## config.mk

```make
export PLATFORM = sky130hd
export DESIGN_NAME = unix_seconds_to_calendar_unit_flat
export DESIGN_NICKNAME = d
export VERILOG_FILES = /design/src/design/ustc_pkg.sv /design/src/design/ustc_if.sv /design/src/design/unix_seconds_to_calendar_unit.sv /design/src/design/ustc_front.sv /design/src/design/ustc_fifo.sv /design/src/design/ustc_back.sv /design/src/flat_wrapper.sv
export SDC_FILE = /design/constraint.sdc
export NUM_CORES = 2
export LEC_CHECK = 0
export BUFFER_PORTS_ARGS = -buffer_cell sky130_fd_sc_hd__buf_2
export CAP_MARGIN = 20
export CORE_UTILIZATION = 45
export DETAILED_ROUTE_END_ITERATION = 10
export RECOVER_POWER = 100
export SLEW_MARGIN = 20
export SYNTH_ARGS = -nofsm -noshare
export SYNTH_HDL_FRONTEND = slang
export SYNTH_SLANG_ARGS = --single-unit
```

## constraint.sdc

```tcl
create_clock -name i_clk -period 10.46 [get_ports i_clk]
set_input_delay 1.569 -clock i_clk [delete_from_list [all_inputs] [get_ports i_clk]]
set_output_delay 1.569 -clock i_clk [all_outputs]
set_load 0.1 [all_outputs]
```

## src/design/ustc_pkg.sv

```systemverilog
// shared types, constants and the month table of the unix time to calendar unit
`timescale 1ns / 1ps
`default_nettype none

package ustc_pkg;

    localparam int unsigned SECS_W  = 32;
    localparam int unsigned YEAR_W  = 12;
    localparam int unsigned MONTH_W = 4;
    localparam int unsigned DAY_W   = 5;
    localparam int unsigned HOUR_W  = 5;
    localparam int unsigned MIN_W   = 6;
    localparam int unsigned SEC_W   = 6;
    localparam int unsigned DAYS_W  = 16;
    localparam int unsigned YLEN_W  = 9;
    localparam int unsigned PROD_W  = 64;

    localparam logic [SECS_W-1:0] EPOCH_OFFSET = 32'd946684800;
    localparam logic [YEAR_W-1:0] BASE_YEAR    = 12'd2000;

    // reciprocal constants: x/60 = (x*M60)>>37, x/24 = (x*M24)>>36, exact for 32-bit x
    localparam logic [SECS_W-1:0] MAGIC_60 = 32'h8888_8889;
    localparam logic [SECS_W-1:0] MAGIC_24 = 32'hAAAA_AAAB;

    localparam logic [YLEN_W-1:0] YEAR_DAYS      = 9'd365;
    localparam logic [YLEN_W-1:0] LEAP_YEAR_DAYS = 9'd366;

    localparam logic [6:0] CENTURY_LAST = 7'd99;
    localparam logic [8:0] QUAD_LAST    = 9'd399;

    localparam logic [MONTH_W-1:0] MONTH_JAN = 4'd1;
    localparam logic [MONTH_W-1:0] MONTH_FEB = 4'd2;
    localparam logic [MONTH_W-1:0] MONTH_DEC = 4'd12;

    typedef enum logic [1:0] {
        STEP_SEC  = 2'd0,
        STEP_MIN  = 2'd1,
        STEP_HOUR = 2'd2
    } t_step;

    // item handed from the front to the back
    typedef struct packed {
        logic [DAYS_W-1:0] days;
        logic [HOUR_W-1:0] hour;
        logic [MIN_W-1:0]  minute;
        logic [SEC_W-1:0]  second;
    } t_item;

    // cumulative days before each month, index 0 is january
    function automatic logic [YLEN_W-1:0] month_start(input logic [MONTH_W-1:0] idx);
        logic [YLEN_W-1:0] v;
        case (idx)
            4'd0:    v = 9'd0;
            4'd1:    v = 9'd31;
            4'd2:    v = 9'd59;
            4'd3:    v = 9'd90;
            4'd4:    v = 9'd120;
            4'd5:    v = 9'd151;
            4'd6:    v = 9'd181;
            4'd7:    v = 9'd212;
            4'd8:    v = 9'd243;
            4'd9:    v = 9'd273;
            4'd10:   v = 9'd304;
            4'd11:   v = 9'd334;
            default: v = 9'd0;
        endcase
        return v;
    endfunction

endpackage

`default_nettype wire

```

## src/design/ustc_if.sv

```systemverilog
// beat channels of the unix time to calendar unit
`timescale 1ns / 1ps
`default_nettype none

interface ustc_in_if;
    logic                          valid;
    logic                          ready;
    logic [ustc_pkg::SECS_W-1:0]   unix_seconds;

    modport source (output valid, output unix_seconds, input ready);
    modport sink   (input valid, input unix_seconds, output ready);
endinterface

interface ustc_out_if;
    logic                          valid;
    logic                          ready;
    logic [ustc_pkg::YEAR_W-1:0]   year;
    logic [ustc_pkg::MONTH_W-1:0]  month;
    logic [ustc_pkg::DAY_W-1:0]    day;
    logic [ustc_pkg::HOUR_W-1:0]   hour;
    logic [ustc_pkg::MIN_W-1:0]    minute;
    logic [ustc_pkg::SEC_W-1:0]    second;

    modport source (output valid, output year, output month, output day,
                    output hour, output minute, output second, input ready);
    modport sink   (input valid, input year, input month, input day,
                    input hour, input minute, input second, output ready);
endinterface

`default_nettype wire

```

## src/design/unix_seconds_to_calendar_unit.sv

```systemverilog
// top level: unix seconds to utc gregorian calendar date and time
// the front and the queue pass each beat on to the back, which walks whole years and then
// months before it presents the result beat
// the back works on one beat per year and month walk and pops the next from the queue when idle;
// the front and the queue take following beats meanwhile
// reset: synchronous active low, clears the sequencers and the queue; no beat is held
`timescale 1ns / 1ps
`default_nettype none

module unix_seconds_to_calendar_unit #(
    parameter int unsigned QUEUE_DEPTH = 2
) (
    input  wire logic   i_clk,
    input  wire logic   i_rst_n,
    ustc_in_if.sink     i_in,
    ustc_out_if.source  o_out
);

    // front to queue
    ustc_pkg::t_item    front_item;
    logic               front_valid;
    logic               queue_ready;

    // queue to back
    ustc_pkg::t_item    queue_item;
    logic               queue_valid;
    logic               back_pop;

    // front: subtract the 2000 epoch, then three reciprocal divisions (60, 60, 24)
    ustc_front u_front (
        .i_clk        (i_clk),
        .i_rst_n      (i_rst_n),
        .i_in         (i_in),
        .o_item       (front_item),
        .o_item_valid (front_valid),
        .i_item_ready (queue_ready)
    );

    // decouples the short front from the long calendar walk
    ustc_fifo #(
        .DEPTH (QUEUE_DEPTH)
    ) u_fifo (
        .i_clk   (i_clk),
        .i_rst_n (i_rst_n),
        .i_data  (front_item),
        .i_push  (front_valid),
        .o_ready (queue_ready),
        .o_data  (queue_item),
        .o_valid (queue_valid),
        .i_pop   (back_pop)
    );

    // back: walks whole years with the gregorian leap rule, then months
    ustc_back u_back (
        .i_clk        (i_clk),
        .i_rst_n      (i_rst_n),
        .i_item       (queue_item),
        .i_item_valid (queue_valid),
        .o_item_pop   (back_pop),
        .o_out        (o_out)
    );

    // the front holds its item steady while the queue is full
    a_front_hold: assert property (@(posedge i_clk) disable iff (!i_rst_n)
        (front_valid && !queue_ready) |=> front_valid && $stable(front_item))
        else $error("front item changed while waiting");

    // a result beat always carries a legal month and day
    a_month_day: assert property (@(posedge i_clk) disable iff (!i_rst_n)
        o_out.valid |-> (o_out.month >= ustc_pkg::MONTH_JAN) &&
                        (o_out.month <= ustc_pkg::MONTH_DEC) && (o_out.day != '0))
        else $error("month or day out of range");

    // time of day fields stay in range
    a_time_range: assert property (@(posedge i_clk) disable iff (!i_rst_n)
        o_out.valid |-> (o_out.hour < 5'd24) && (o_out.minute < 6'd60) &&
                        (o_out.second < 6'd60))
        else $error("time of day out of range");

    // nothing is presented right after reset
    a_reset_quiet: assert property (@(posedge i_clk)
        !i_rst_n |=> !o_out.valid && !queue_valid)
        else $error("beat present after reset");

endmodule

`default_nettype wire

```

## src/design/ustc_front.sv

```systemverilog
// front: epoch shift and time-of-day split by reciprocal multiplication
`timescale 1ns / 1ps
`default_nettype none

module ustc_front (
    input  wire logic           i_clk,
    input  wire logic           i_rst_n,
    ustc_in_if.sink             i_in,
    output ustc_pkg::t_item     o_item,
    output logic                o_item_valid,
    input  wire logic           i_item_ready
);

    typedef enum logic [3:0] {
        F_IDLE = 4'b0001,
        F_MUL  = 4'b0010,
        F_REM  = 4'b0100,
        F_PUSH = 4'b1000
    } t_fstate;

    t_fstate                          r_state, n_state;
    ustc_pkg::t_step                  r_step, n_step;
    logic [ustc_pkg::SECS_W-1:0]      r_num, n_num;
    logic [ustc_pkg::PROD_W-1:0]      r_prod;
    logic [ustc_pkg::SEC_W-1:0]       r_sec, n_sec;
    logic [ustc_pkg::MIN_W-1:0]       r_min, n_min;
    logic [ustc_pkg::HOUR_W-1:0]      r_hour, n_hour;

    logic [ustc_pkg::SECS_W-1:0]      magic;
    logic [ustc_pkg::SECS_W-1:0]      quot;
    logic [ustc_pkg::SECS_W-1:0]      back_mul;
    logic [ustc_pkg::SECS_W-1:0]      rem;

    assign magic = (r_step == ustc_pkg::STEP_HOUR) ? ustc_pkg::MAGIC_24 : ustc_pkg::MAGIC_60;

    // quotient and remainder of the current step
    always_comb begin
        if (r_step == ustc_pkg::STEP_HOUR) begin
            quot     = r_prod[ustc_pkg::PROD_W-1:32] >> 4;
            back_mul = (quot << 4) + (quot << 3);
        end else begin
            quot     = r_prod[ustc_pkg::PROD_W-1:32] >> 5;
            back_mul = (quot << 6) - (quot << 2);
        end
        rem = r_num - back_mul;
    end

    always_comb begin
        n_state = r_state;
        n_step  = r_step;
        n_num   = r_num;
        n_sec   = r_sec;
        n_min   = r_min;
        n_hour  = r_hour;
        case (r_state)
            F_IDLE: begin
                if (i_in.valid) begin
                    n_num   = i_in.unix_seconds - ustc_pkg::EPOCH_OFFSET;
                    n_step  = ustc_pkg::STEP_SEC;
                    n_state = F_MUL;
                end
            end
            F_MUL: begin
                n_state = F_REM;
            end
            F_REM: begin
                n_num = quot;
                case (r_step)
                    ustc_pkg::STEP_SEC: begin
                        n_sec   = rem[ustc_pkg::SEC_W-1:0];
                        n_step  = ustc_pkg::STEP_MIN;
                        n_state = F_MUL;
                    end
                    ustc_pkg::STEP_MIN: begin
                        n_min   = rem[ustc_pkg::MIN_W-1:0];
                        n_step  = ustc_pkg::STEP_HOUR;
                        n_state = F_MUL;
                    end
                    default: begin
                        n_hour  = rem[ustc_pkg::HOUR_W-1:0];
                        n_state = F_PUSH;
                    end
                endcase
            end
            F_PUSH: begin
                if (i_item_ready) begin
                    n_state = F_IDLE;
                end
            end
            default: begin
                n_state = F_IDLE;
            end
        endcase
    end

    always_ff @(posedge i_clk) begin
        if (!i_rst_n) begin
            r_state <= F_IDLE;
            r_step  <= ustc_pkg::STEP_SEC;
        end else begin
            r_state <= n_state;
            r_step  <= n_step;
        end
    end

    always_ff @(posedge i_clk) begin
        r_num  <= n_num;
        r_prod <= r_num * magic;
        r_sec  <= n_sec;
        r_min  <= n_min;
        r_hour <= n_hour;
    end

    assign i_in.ready      = (r_state == F_IDLE);
    assign o_item_valid    = (r_state == F_PUSH);
    assign o_item.days     = r_num[ustc_pkg::DAYS_W-1:0];
    assign o_item.hour     = r_hour;
    assign o_item.minute   = r_min;
    assign o_item.second   = r_sec;

endmodule

`default_nettype wire

```

## src/design/ustc_fifo.sv

```systemverilog
// small queue between front and back
`timescale 1ns / 1ps
`default_nettype none

module ustc_fifo #(
    parameter int unsigned DEPTH = 2
) (
    input  wire logic           i_clk,
    input  wire logic           i_rst_n,
    input  wire ustc_pkg::t_item i_data,
    input  wire logic           i_push,
    output logic                o_ready,
    output ustc_pkg::t_item     o_data,
    output logic                o_valid,
    input  wire logic           i_pop
);

    localparam int unsigned PTR_W = (DEPTH > 1) ? $clog2(DEPTH) : 1;
    localparam int unsigned CNT_W = $clog2(DEPTH + 1);
    localparam logic [CNT_W-1:0] FULL_CNT = CNT_W'(DEPTH);
    localparam logic [PTR_W-1:0] LAST_PTR = PTR_W'(DEPTH - 1);

    ustc_pkg::t_item        r_mem [DEPTH];
    logic [PTR_W-1:0]       r_wr, n_wr;
    logic [PTR_W-1:0]       r_rd, n_rd;
    logic [CNT_W-1:0]       r_cnt, n_cnt;
    logic                   do_push;
    logic                   do_pop;

    assign o_ready = (r_cnt != FULL_CNT);
    assign o_valid = (r_cnt != '0);
    assign do_push = i_push && o_ready;
    assign do_pop  = i_pop && o_valid;
    assign o_data  = r_mem[r_rd];

    always_comb begin
        n_wr  = r_wr;
        n_rd  = r_rd;
        n_cnt = r_cnt;
        if (do_push) begin
            n_wr = (r_wr == LAST_PTR) ? '0 : r_wr + 1'b1;
        end
        if (do_pop) begin
            n_rd = (r_rd == LAST_PTR) ? '0 : r_rd + 1'b1;
        end
        if (do_push && !do_pop) begin
            n_cnt = r_cnt + 1'b1;
        end else if (do_pop && !do_push) begin
            n_cnt = r_cnt - 1'b1;
        end
    end

    always_ff @(posedge i_clk) begin
        if (!i_rst_n) begin
            r_wr  <= '0;
            r_rd  <= '0;
            r_cnt <= '0;
        end else begin
            r_wr  <= n_wr;
            r_rd  <= n_rd;
            r_cnt <= n_cnt;
        end
    end

    always_ff @(posedge i_clk) begin
        if (do_push) begin
            r_mem[r_wr] <= i_data;
        end
    end

endmodule

`default_nettype wire

```

## src/design/ustc_back.sv

```systemverilog
// back: year walk and month walk, one step per cycle, with output register
`timescale 1ns / 1ps
`default_nettype none

module ustc_back (
    input  wire logic            i_clk,
    input  wire logic            i_rst_n,
    input  wire ustc_pkg::t_item i_item,
    input  wire logic            i_item_valid,
    output logic                 o_item_pop,
    ustc_out_if.source           o_out
);

    typedef enum logic [3:0] {
        B_IDLE  = 4'b0001,
        B_YEAR  = 4'b0010,
        B_MONTH = 4'b0100,
        B_OUT   = 4'b1000
    } t_bstate;

    t_bstate                          r_state, n_state;
    logic [ustc_pkg::DAYS_W-1:0]      r_days, n_days;
    logic [ustc_pkg::YEAR_W-1:0]      r_year, n_year;
    logic [6:0]                       r_mod100, n_mod100;
    logic [8:0]                       r_mod400, n_mod400;
    logic [ustc_pkg::MONTH_W-1:0]     r_month, n_month;
    logic [ustc_pkg::DAY_W-1:0]       r_day, n_day;
    logic [ustc_pkg::HOUR_W-1:0]      r_hour, n_hour;
    logic [ustc_pkg::MIN_W-1:0]       r_min, n_min;
    logic [ustc_pkg::SEC_W-1:0]       r_sec, n_sec;

    logic                             leap;
    logic [ustc_pkg::YLEN_W-1:0]      year_len;
    logic [ustc_pkg::YLEN_W-1:0]      month_len;

    assign leap = ((r_year[1:0] == 2'b00) && (r_mod100 != '0)) || (r_mod400 == '0);
    assign year_len = leap ? ustc_pkg::LEAP_YEAR_DAYS : ustc_pkg::YEAR_DAYS;

    always_comb begin
        month_len = ustc_pkg::month_start(r_month) - ustc_pkg::month_start(r_month - 1'b1);
        if ((r_month == ustc_pkg::MONTH_FEB) && leap) begin
            month_len = month_len + 1'b1;
        end
    end

    always_comb begin
        n_state  = r_state;
        n_days   = r_days;
        n_year   = r_year;
        n_mod100 = r_mod100;
        n_mod400 = r_mod400;
        n_month  = r_month;
        n_day    = r_day;
        n_hour   = r_hour;
        n_min    = r_min;
        n_sec    = r_sec;
        case (r_state)
            B_IDLE: begin
                if (i_item_valid) begin
                    n_days   = i_item.days;
                    n_hour   = i_item.hour;
                    n_min    = i_item.minute;
                    n_sec    = i_item.second;
                    n_year   = ustc_pkg::BASE_YEAR;
                    n_mod100 = '0;
                    n_mod400 = '0;
                    n_state  = B_YEAR;
                end
            end
            B_YEAR: begin
                if (r_days >= ustc_pkg::DAYS_W'(year_len)) begin
                    n_days   = r_days - ustc_pkg::DAYS_W'(year_len);
                    n_year   = r_year + 1'b1;
                    n_mod100 = (r_mod100 == ustc_pkg::CENTURY_LAST) ? '0 : r_mod100 + 1'b1;
                    n_mod400 = (r_mod400 == ustc_pkg::QUAD_LAST) ? '0 : r_mod400 + 1'b1;
                end else begin
                    n_month = ustc_pkg::MONTH_JAN;
                    n_state = B_MONTH;
                end
            end
            B_MONTH: begin
                if ((r_month < ustc_pkg::MONTH_DEC) &&
                    (r_days >= ustc_pkg::DAYS_W'(month_len))) begin
                    n_days  = r_days - ustc_pkg::DAYS_W'(month_len);
                    n_month = r_month + 1'b1;
                end else begin
                    n_day   = r_days[ustc_pkg::DAY_W-1:0] + 1'b1;
                    n_state = B_OUT;
                end
            end
            B_OUT: begin
                if (o_out.ready) begin
                    n_state = B_IDLE;
                end
            end
            default: begin
                n_state = B_IDLE;
            end
        endcase
    end

    always_ff @(posedge i_clk) begin
        if (!i_rst_n) begin
            r_state <= B_IDLE;
        end else begin
            r_state <= n_state;
        end
    end

    always_ff @(posedge i_clk) begin
        r_days   <= n_days;
        r_year   <= n_year;
        r_mod100 <= n_mod100;
        r_mod400 <= n_mod400;
        r_month  <= n_month;
        r_day    <= n_day;
        r_hour   <= n_hour;
        r_min    <= n_min;
        r_sec    <= n_sec;
    end

    assign o_item_pop   = (r_state == B_IDLE);
    assign o_out.valid  = (r_state == B_OUT);
    assign o_out.year   = r_year;
    assign o_out.month  = r_month;
    assign o_out.day    = r_day;
    assign o_out.hour   = r_hour;
    assign o_out.minute = r_min;
    assign o_out.second = r_sec;

endmodule

`default_nettype wire

```

## src/flat_wrapper.sv

```systemverilog
// flat-port wrapper written by rule: the top's interface ports become plain ports
module unix_seconds_to_calendar_unit_flat 
#(
    parameter int unsigned QUEUE_DEPTH = 2
)
  (i_clk, i_rst_n, i_in_valid, i_in_unix_seconds, i_in_ready, o_out_valid, o_out_year, o_out_month, o_out_day, o_out_hour, o_out_minute, o_out_second, o_out_ready);
  ustc_in_if i_in_i ();
  ustc_out_if o_out_i ();
  input  wire logic i_clk;
  input  wire logic i_rst_n;
  input wire logic [$bits(i_in_i.valid)-1:0] i_in_valid;
  input wire logic [$bits(i_in_i.unix_seconds)-1:0] i_in_unix_seconds;
  output wire logic [$bits(i_in_i.ready)-1:0] i_in_ready;
  output wire logic [$bits(o_out_i.valid)-1:0] o_out_valid;
  output wire logic [$bits(o_out_i.year)-1:0] o_out_year;
  output wire logic [$bits(o_out_i.month)-1:0] o_out_month;
  output wire logic [$bits(o_out_i.day)-1:0] o_out_day;
  output wire logic [$bits(o_out_i.hour)-1:0] o_out_hour;
  output wire logic [$bits(o_out_i.minute)-1:0] o_out_minute;
  output wire logic [$bits(o_out_i.second)-1:0] o_out_second;
  input wire logic [$bits(o_out_i.ready)-1:0] o_out_ready;
  assign i_in_i.valid = i_in_valid;
  assign i_in_i.unix_seconds = i_in_unix_seconds;
  assign i_in_ready = i_in_i.ready;
  assign o_out_valid = o_out_i.valid;
  assign o_out_year = o_out_i.year;
  assign o_out_month = o_out_i.month;
  assign o_out_day = o_out_i.day;
  assign o_out_hour = o_out_i.hour;
  assign o_out_minute = o_out_i.minute;
  assign o_out_second = o_out_i.second;
  assign o_out_i.ready = o_out_ready;
  unix_seconds_to_calendar_unit #(.QUEUE_DEPTH(QUEUE_DEPTH)) u_core (.i_clk(i_clk), .i_rst_n(i_rst_n), .i_in(i_in_i), .o_out(o_out_i));
endmodule
```

## After elaboration in Yosys (flattened, before gate mapping)

Memories as Yosys holds them, arrays and structs flattened. A register that Yosys moved wholly into a read port is not among the register bits.
Cells that the tools add are included.

- Muxes and demuxes: 46
- Add/subtract/negate cells: 18
- Equality and inequality tests: 23
- Bitwise logic cells: 2
- Reductions and logical operators: 33
- Magnitude comparators: 3
- Multiply operators: 1

Operators by type and width:

| kind | number |
|---|---|
| $mul A32 B32 Y64 | 1 |
| $pmux W32 S2 | 1 |
| $mux W16 | 3 |
| $pmux W16 S3 | 1 |
| $mux W4 | 10 |
| $mux W9 | 4 |
| $ge A16 B9 Y1 | 2 |
| $mux W32 | 1 |
| $pmux W4 S4 | 2 |
| $sub A16 B9 Y16 | 2 |
| $sub A32 B30 Y32 const B | 1 |
| $mux W30 | 1 |
| $mux W28 | 1 |
| $mux W12 | 2 |
| $pmux W12 S2 | 1 |
| $mux W7 | 3 |
| $add A9 B1 Y9 const B | 2 |
| $pmux W9 S2 | 1 |
| $ne A2 B2 Y1 const B | 7 |
| $pmux W7 S2 | 1 |
| $reduce_and A2 Y1 | 7 |
| $add A12 B1 Y12 const B | 1 |
| $eq A4 B2 Y1 const B | 3 |
| $reduce_bool A2 Y1 | 5 |
| other kinds (37) | 63 |

- Logic and storage cells: 149
- Memory bits (writable): 66
- Memory bits (read-only): 288
- Bits of input ports: 36
- Memories kept: 3
- Output and inout port bits: 40
- Flip-flop bits (word level): 197

Memories:

| memory | words | bits a word | read ports | clocked after Yosys merged registers in | write ports | RTL line | RTL |
|---|---|---|---|---|---|---|---|
| (name not given) | 16 | 9 | 1 | 1 | 0 | ustc_pkg.sv:52 | `case (idx)` |
| (name not given) | 16 | 9 | 1 | 0 | 0 | ustc_pkg.sv:52 |  |
| u_core.u_fifo.r_mem | 2 | 33 | 1 | 1 | 1 | ustc_fifo.sv:23 | `ustc_pkg::t_item r_mem [DEPTH];` |

## Logic depth before layout (Yosys ltp)

- Word-level depth: 10
- Depth in mapped cells: 35
- Depth with buffers taken out: 32

## Modules after synthesis

A second synthesis with hierarchy kept.

- Cells, all modules: 2864
- Area total of the unflattened synthesis: 29389.4 µm²

Modules (own cells, without submodules):

| module | seq. area each (µm²) | cells an instance | instances | area each (µm²) |
|---|---|---|---|---|
| ustc_front | 2152.1 | 2181 | 1 | 21182.8 |
| ustc_back | 2362.3 | 556 | 1 | 5590.4 |
| ustc_fifo | 2082.0 | 127 | 1 | 2616.3 |

## Worst setup path before layout

No wires, ideal clock.

- Path type: reg-to-reg
- Start: register u_core.u_front.r_step[1]
- End: register u_core.u_front.r_prod[61] (netlist name)
- Slack: 2885 ps
- Arrival: 7457 ps
- Clock period less this slack: 7575 ps
- Setup time: 119 ps
- Path buffers: 3
- Data required time: 10341 ps
- Stages on the path, launching flop included: 28
- Cell sequence: dfxtp_1 nor2b_1 clkbuf_1 buf_1 clkbuf_1 nand2_1 inv_1 ha_1 inv_1 fa_1 fa_1 fa_1 inv_1 fa_1 fa_1 fa_1 inv_1 fa_1 inv_1 ha_1 o21ai_0 o21ai_0 or3b_2 a311oi_1 a311oi_1 o21ai_0 a31oi_1 xnor2_1

- Cells in the longest elaborated chain, start to end: 3

Ends and longest elaborated chain:

| what | RTL line | RTL |
|---|---|---|
| start, declared | ustc_front.sv:22 | `ustc_pkg::t_step r_step, n_step;` |
| start signal, assigned | ustc_front.sv:99 | `r_step <= ustc_pkg::STEP_SEC;` |
| start signal, assigned | ustc_front.sv:102 | `r_step <= n_step;` |
| $eq A2 B2 Y1 | ustc_front.sv:34 | `assign magic = (r_step == ustc_pkg::STEP_HOUR) ? ustc_pkg::MAGIC_24 : ustc_pkg::MAGIC_60;` |
| $mux W30 | ustc_front.sv:34 |  |
| $mul A32 B32 Y64 | ustc_front.sv:108 | `r_prod <= r_num * magic;` |
| end signal, assigned | ustc_front.sv:108 |  |
| end, declared | ustc_front.sv:24 | `logic [ustc_pkg::PROD_W-1:0] r_prod;` |

No other way between the ends.
A chain may end at the register's enable or synchronous reset.

## Worst setup path in the final report

- Start: register u_core.u_front.r_step[1]
- End: register u_core.u_front.r_prod[63] (netlist name)

The elaborated chain is that of the path after synthesis.

==> summary.md <==
| Metric | Value |
|---|---|
| Status | `finished with violations` |
| Maximum VDD drop | `about 0.26 mV` |
| Initial Utilization | `a little under half` |
| Seq/Total Area, Yosys | `between 20% and 30%` |
| Die ar. | `66800 um2` |
| Number of synthesized flops with an enable pin | `185` |
| Least-Margin Pin Slew | `a little over 3 ns` |
| Synth Net Count | `3829` |
| Share of layout cells above drive strength 1 | `3.67%` |
| Setup violations, final | `0` |
| Skew final | `around 0.017 ns` |
| RSZ-0062 raised after global routing | `no` |
| Post-DP HPWL | `72400 um` |
| Crit end category | `register` |
| Vias/cell | `between 5 and 6` |
| Crit path kind | `register to register` |
| Cells after Synth | `between 2000 and 3000` |
| Num ports | `76` |
| Cell Pwr Density | `304 nW/um2` |
| Critical path's slowest cell | `nor2b_4` |
| Clock latency on the worst-skew pair | `roughly 0.54 ns` |
| Final TNS setup | `0 ns` |
| Root Driver | `clkbuf_16` |
| Gr ovfl total | `0` |
| Total CTS buffers | `24` |
| Die X | `258 um` |
| Bufs on Longest Clock Path | `3` |
| CP max FO | `25` |
| Reg clk slew, reported paths | `about 0.060 ns` |
| Final Max Tran Viols | `approximately 170` |
| Cts hold-fix bufs | `0` |
| Final Net Count | `3898` |
| Syn Area/Cell | `around 10 um2` |
| Vias in the first global route | `22000` |
| DIE HEIGHT | `around 260 um` |
| Synth warnings | `0` |
| Gr usage total | `about a quarter` |
| Final hold violations | `0` |
| Core footprint | `about 65000 um2` |
| Critical Path RT | `10.88 ns` |
| HP Class | `register to register` |
| Pre-antenna DRT Iters | `7` |
| Area after DPL | `31000 um2` |
| Netlist Area Pre-Place | `between 20000 and 30000 um2` |
| Max_cap viols | `5` |
| Port Buffers | `between 70 and 80` |
| Count of cell types in the netlist | `75` |
| Rel. slew slack | `-105%` |
| Worst path top cell family by delay | `adder cells` |
| CTS tree | `done` |
| Layout area overhead | `6.88%` |
| First-pass GRT wire length | `129000 um` |
| Iter 0 DRT Violations | `approximately 1600` |
| H-Tree Depth | `1` |
| Post-synth ARST share | `0%` |
| Crit path DAT | `roughly 9 ns` |
| # DRC | `0` |
| CTS Sinks | `237` |
| Critical Path Max Stage Delay | `~0.7 ns` |
| Drt wl/cell | `21.2 um` |
| Util after Layout | `between 40% and 50%` |
| Total power | `just under 10 mW` |
| Failing checks | `capacitance limit, slew limit` |
| Antenna Cells | `0` |
| Final Instance Area | `roughly 32000 um2` |
| # Post-CTS Setup Buffers | `0` |
| Leak | `15.2 nW` |
| Maximum clock rate | `approximately 0.11 GHz` |
| Site Rows | `between 90 and 100` |
| Tmin final | `around 8.8 ns` |
| Initial antenna violation count | `0` |
| Total wire length | `83200 um` |
| Largest net degree at the start of global routing | `56` |
| Worst path buffer plus inverter count | `6` |
| Final worst path period share | `between 80% and 90%` |
| CP Launch Type | `register` |
| Top FF cell, synth | `edfxtp_1` |
| Synth Register Bits | `237` |
| Worst path most repeated cell | `fa_1` |
| Vias post-DR | `~21000` |
| Routed Antenna Nets | `0` |
| # resized after CTS | `0` |
| Placer's final routability congestion estimate | `roughly 1.0` |
-- per-stage QoR --
step                hold slack [ns]  worst slack (ns)  std cells
floorplan                     0.421              2.88       2990
global placement              0.424              2.01       3888
detailed placement            0.431              1.95       3888
CTS                           0.446              1.91       3932
global route                  0.450              1.32       3932
finish                        0.445              1.70       3932
-- report_power, final --
group,switching (mW),leakage [nW],internal [mW]
clock network,0.377,0.367,0.460
logic,4.56,12.7,2.70
registers,0.207,2.11,1.32
total,5.14,15.2,4.47
-- sequential cells by signal, summed over array words and instances (netlist names), 4 cells and up, named ones only --
register and flops:
u_core.u_back.r_state 4, u_core.u_back.r_days 16, u_core.u_back.o_out.day 5, u_core.u_back.o_out.month 4, u_core.u_back.o_out.year 12, u_core.u_back.o_out.minute 6, u_core.u_back.r_mod400 9, u_core.u_back.o_out.second 6
u_core.u_fifo.r_mem 66, u_core.u_front.r_hour 5, u_core.u_back.o_out.hour 5, u_core.u_back.r_mod100 7, u_core.u_front.r_num 32, u_core.u_front.r_min 6, u_core.u_front.r_state 4, u_core.u_front.r_sec 6
u_core.u_front.r_prod 28
-- synth_stat cells, types with 3 or more instances --
cell / instances / area share (%)
inv_1: 735 / 9.3
ha_1: 412 / 17
fa_1: 391 / 26
nand2_1: 206 / 2.6
edfxtp_1: 185 / 19
nor2_1: 146 / 1.9
xnor2_1: 114 / 3.4
a21oi_1: 109 / 1.8
o21ai_0: 77 / 1.3
xor2_1: 64 / 1.9
clkbuf_1: 54 / 0.68
dfxtp_1: 52 / 3.5
nand3_1: 44 / 0.74
a31oi_1: 34 / 0.72
a21o_1: 30 / 0.76
and3_1: 27 / 0.57
nor3_1: 23 / 0.39
and2_1: 21 / 0.44
mux2i_1: 20 / 0.68
mux2_2: 18 / 0.68
nand4_1: 17 / 0.36
nor2b_1: 17 / 0.36
a21boi_0: 15 / 0.38
nand2b_1: 12 / 0.25
o211ai_1: 12 / 0.30
o21a_1: 11 / 0.28
o221ai_1: 11 / 0.33
o21bai_1: 10 / 0.25
o22ai_1: 10 / 0.21
or2_2: 10 / 0.21
a211oi_1: 9 / 0.23
or3_1: 9 / 0.19
a22oi_1: 7 / 0.18
nor4_1: 7 / 0.15
nand3b_1: 6 / 0.15
nor4b_1: 6 / 0.18
a311oi_1: 5 / 0.15
a32oi_1: 3 / 0.089
o211a_1: 3 / 0.10
o41ai_1: 3 / 0.089
or3b_2: 3 / 0.089
-- cells by family after synthesis --
group / synth area share [%]
simple gates: 8.91
compound gates: 8.19
fa+ha+maj: 43.9
flops: 22.3
xor+xnor: 5.27
mux: 1.41
buf+inv: 10.1
-- metal layers --
metal  vias up  part of all wire, %  global-route usage (%)
met5         -                    0                       0
met4         0                  4.3                    9.57
met3       150                  5.6                    2.91
met2       667                   47                    41.4
met1     10400                   43                    34.8
li1       9752                    -                       -
-- path summary, 6_finish.rpt --
check	start	endpoint	slack [ns]	cells past startpoint
max	u_core.u_front.r_step[1]	u_core.u_front.r_prod[63]	1.70	26
min	u_core.u_front.r_hour[4]	u_core.u_fifo.r_mem[0][16]	0.44	0
max reg2reg	u_core.u_front.r_step[1]	u_core.u_front.r_prod[63]	1.70	26
min reg2reg	u_core.u_front.r_hour[4]	u_core.u_fifo.r_mem[0][16]	0.44	0
-- layout make-up --
type / count / area, um2
fill: 6209 / 33100
inverter: 735 / 2760
sequential: 237 / 6600
clock inverter: 16 / 134
clock buffer: 28 / 626
timing repair buffer: 100 / 445
tap: 855 / 1070
multi-input combinational: 1961 / 20000
-- layout by cell type (no fill, tap or decap), types with 27 or more instances in the layout --
cell type / n
ha_1: 412
xnor2_1: 114
nand3_1: 44
and3_1: 27
inv_1: 735
nand2_1: 206
a21o_1: 30
fa_1: 391
buf_2: 32
xor2_1: 64
a21oi_1: 110
clkbuf_1: 63
edfxtp_1: 185
a31oi_1: 34
dfxtp_1: 52
o21ai_0: 78
nor2_1: 146
-- worst register-to-register path, cell delays in order, from the launching register on --
cell and delay, ns:
dfxtp_1 0.46, nor2b_4 0.73, nand2_1 0.29, inv_1 0.25, nand2_1 0.18, inv_1 0.22, ha_1 0.31, a21oi_1 0.23
fa_1 0.46, fa_1 0.55, inv_1 0.08, fa_1 0.53, fa_1 0.44, fa_1 0.67, inv_1 0.10, fa_1 0.53
inv_1 0.04, ha_1 0.43, nand4_1 0.14, a21oi_1 0.19, nand4_1 0.11, o211ai_1 0.49, a311oi_1 0.18, clkbuf_1 0.22
a21oi_1 0.46, a31oi_1 0.19, xnor2_1 0.15
Note: power is estimated with default switching activity, not from simulation.
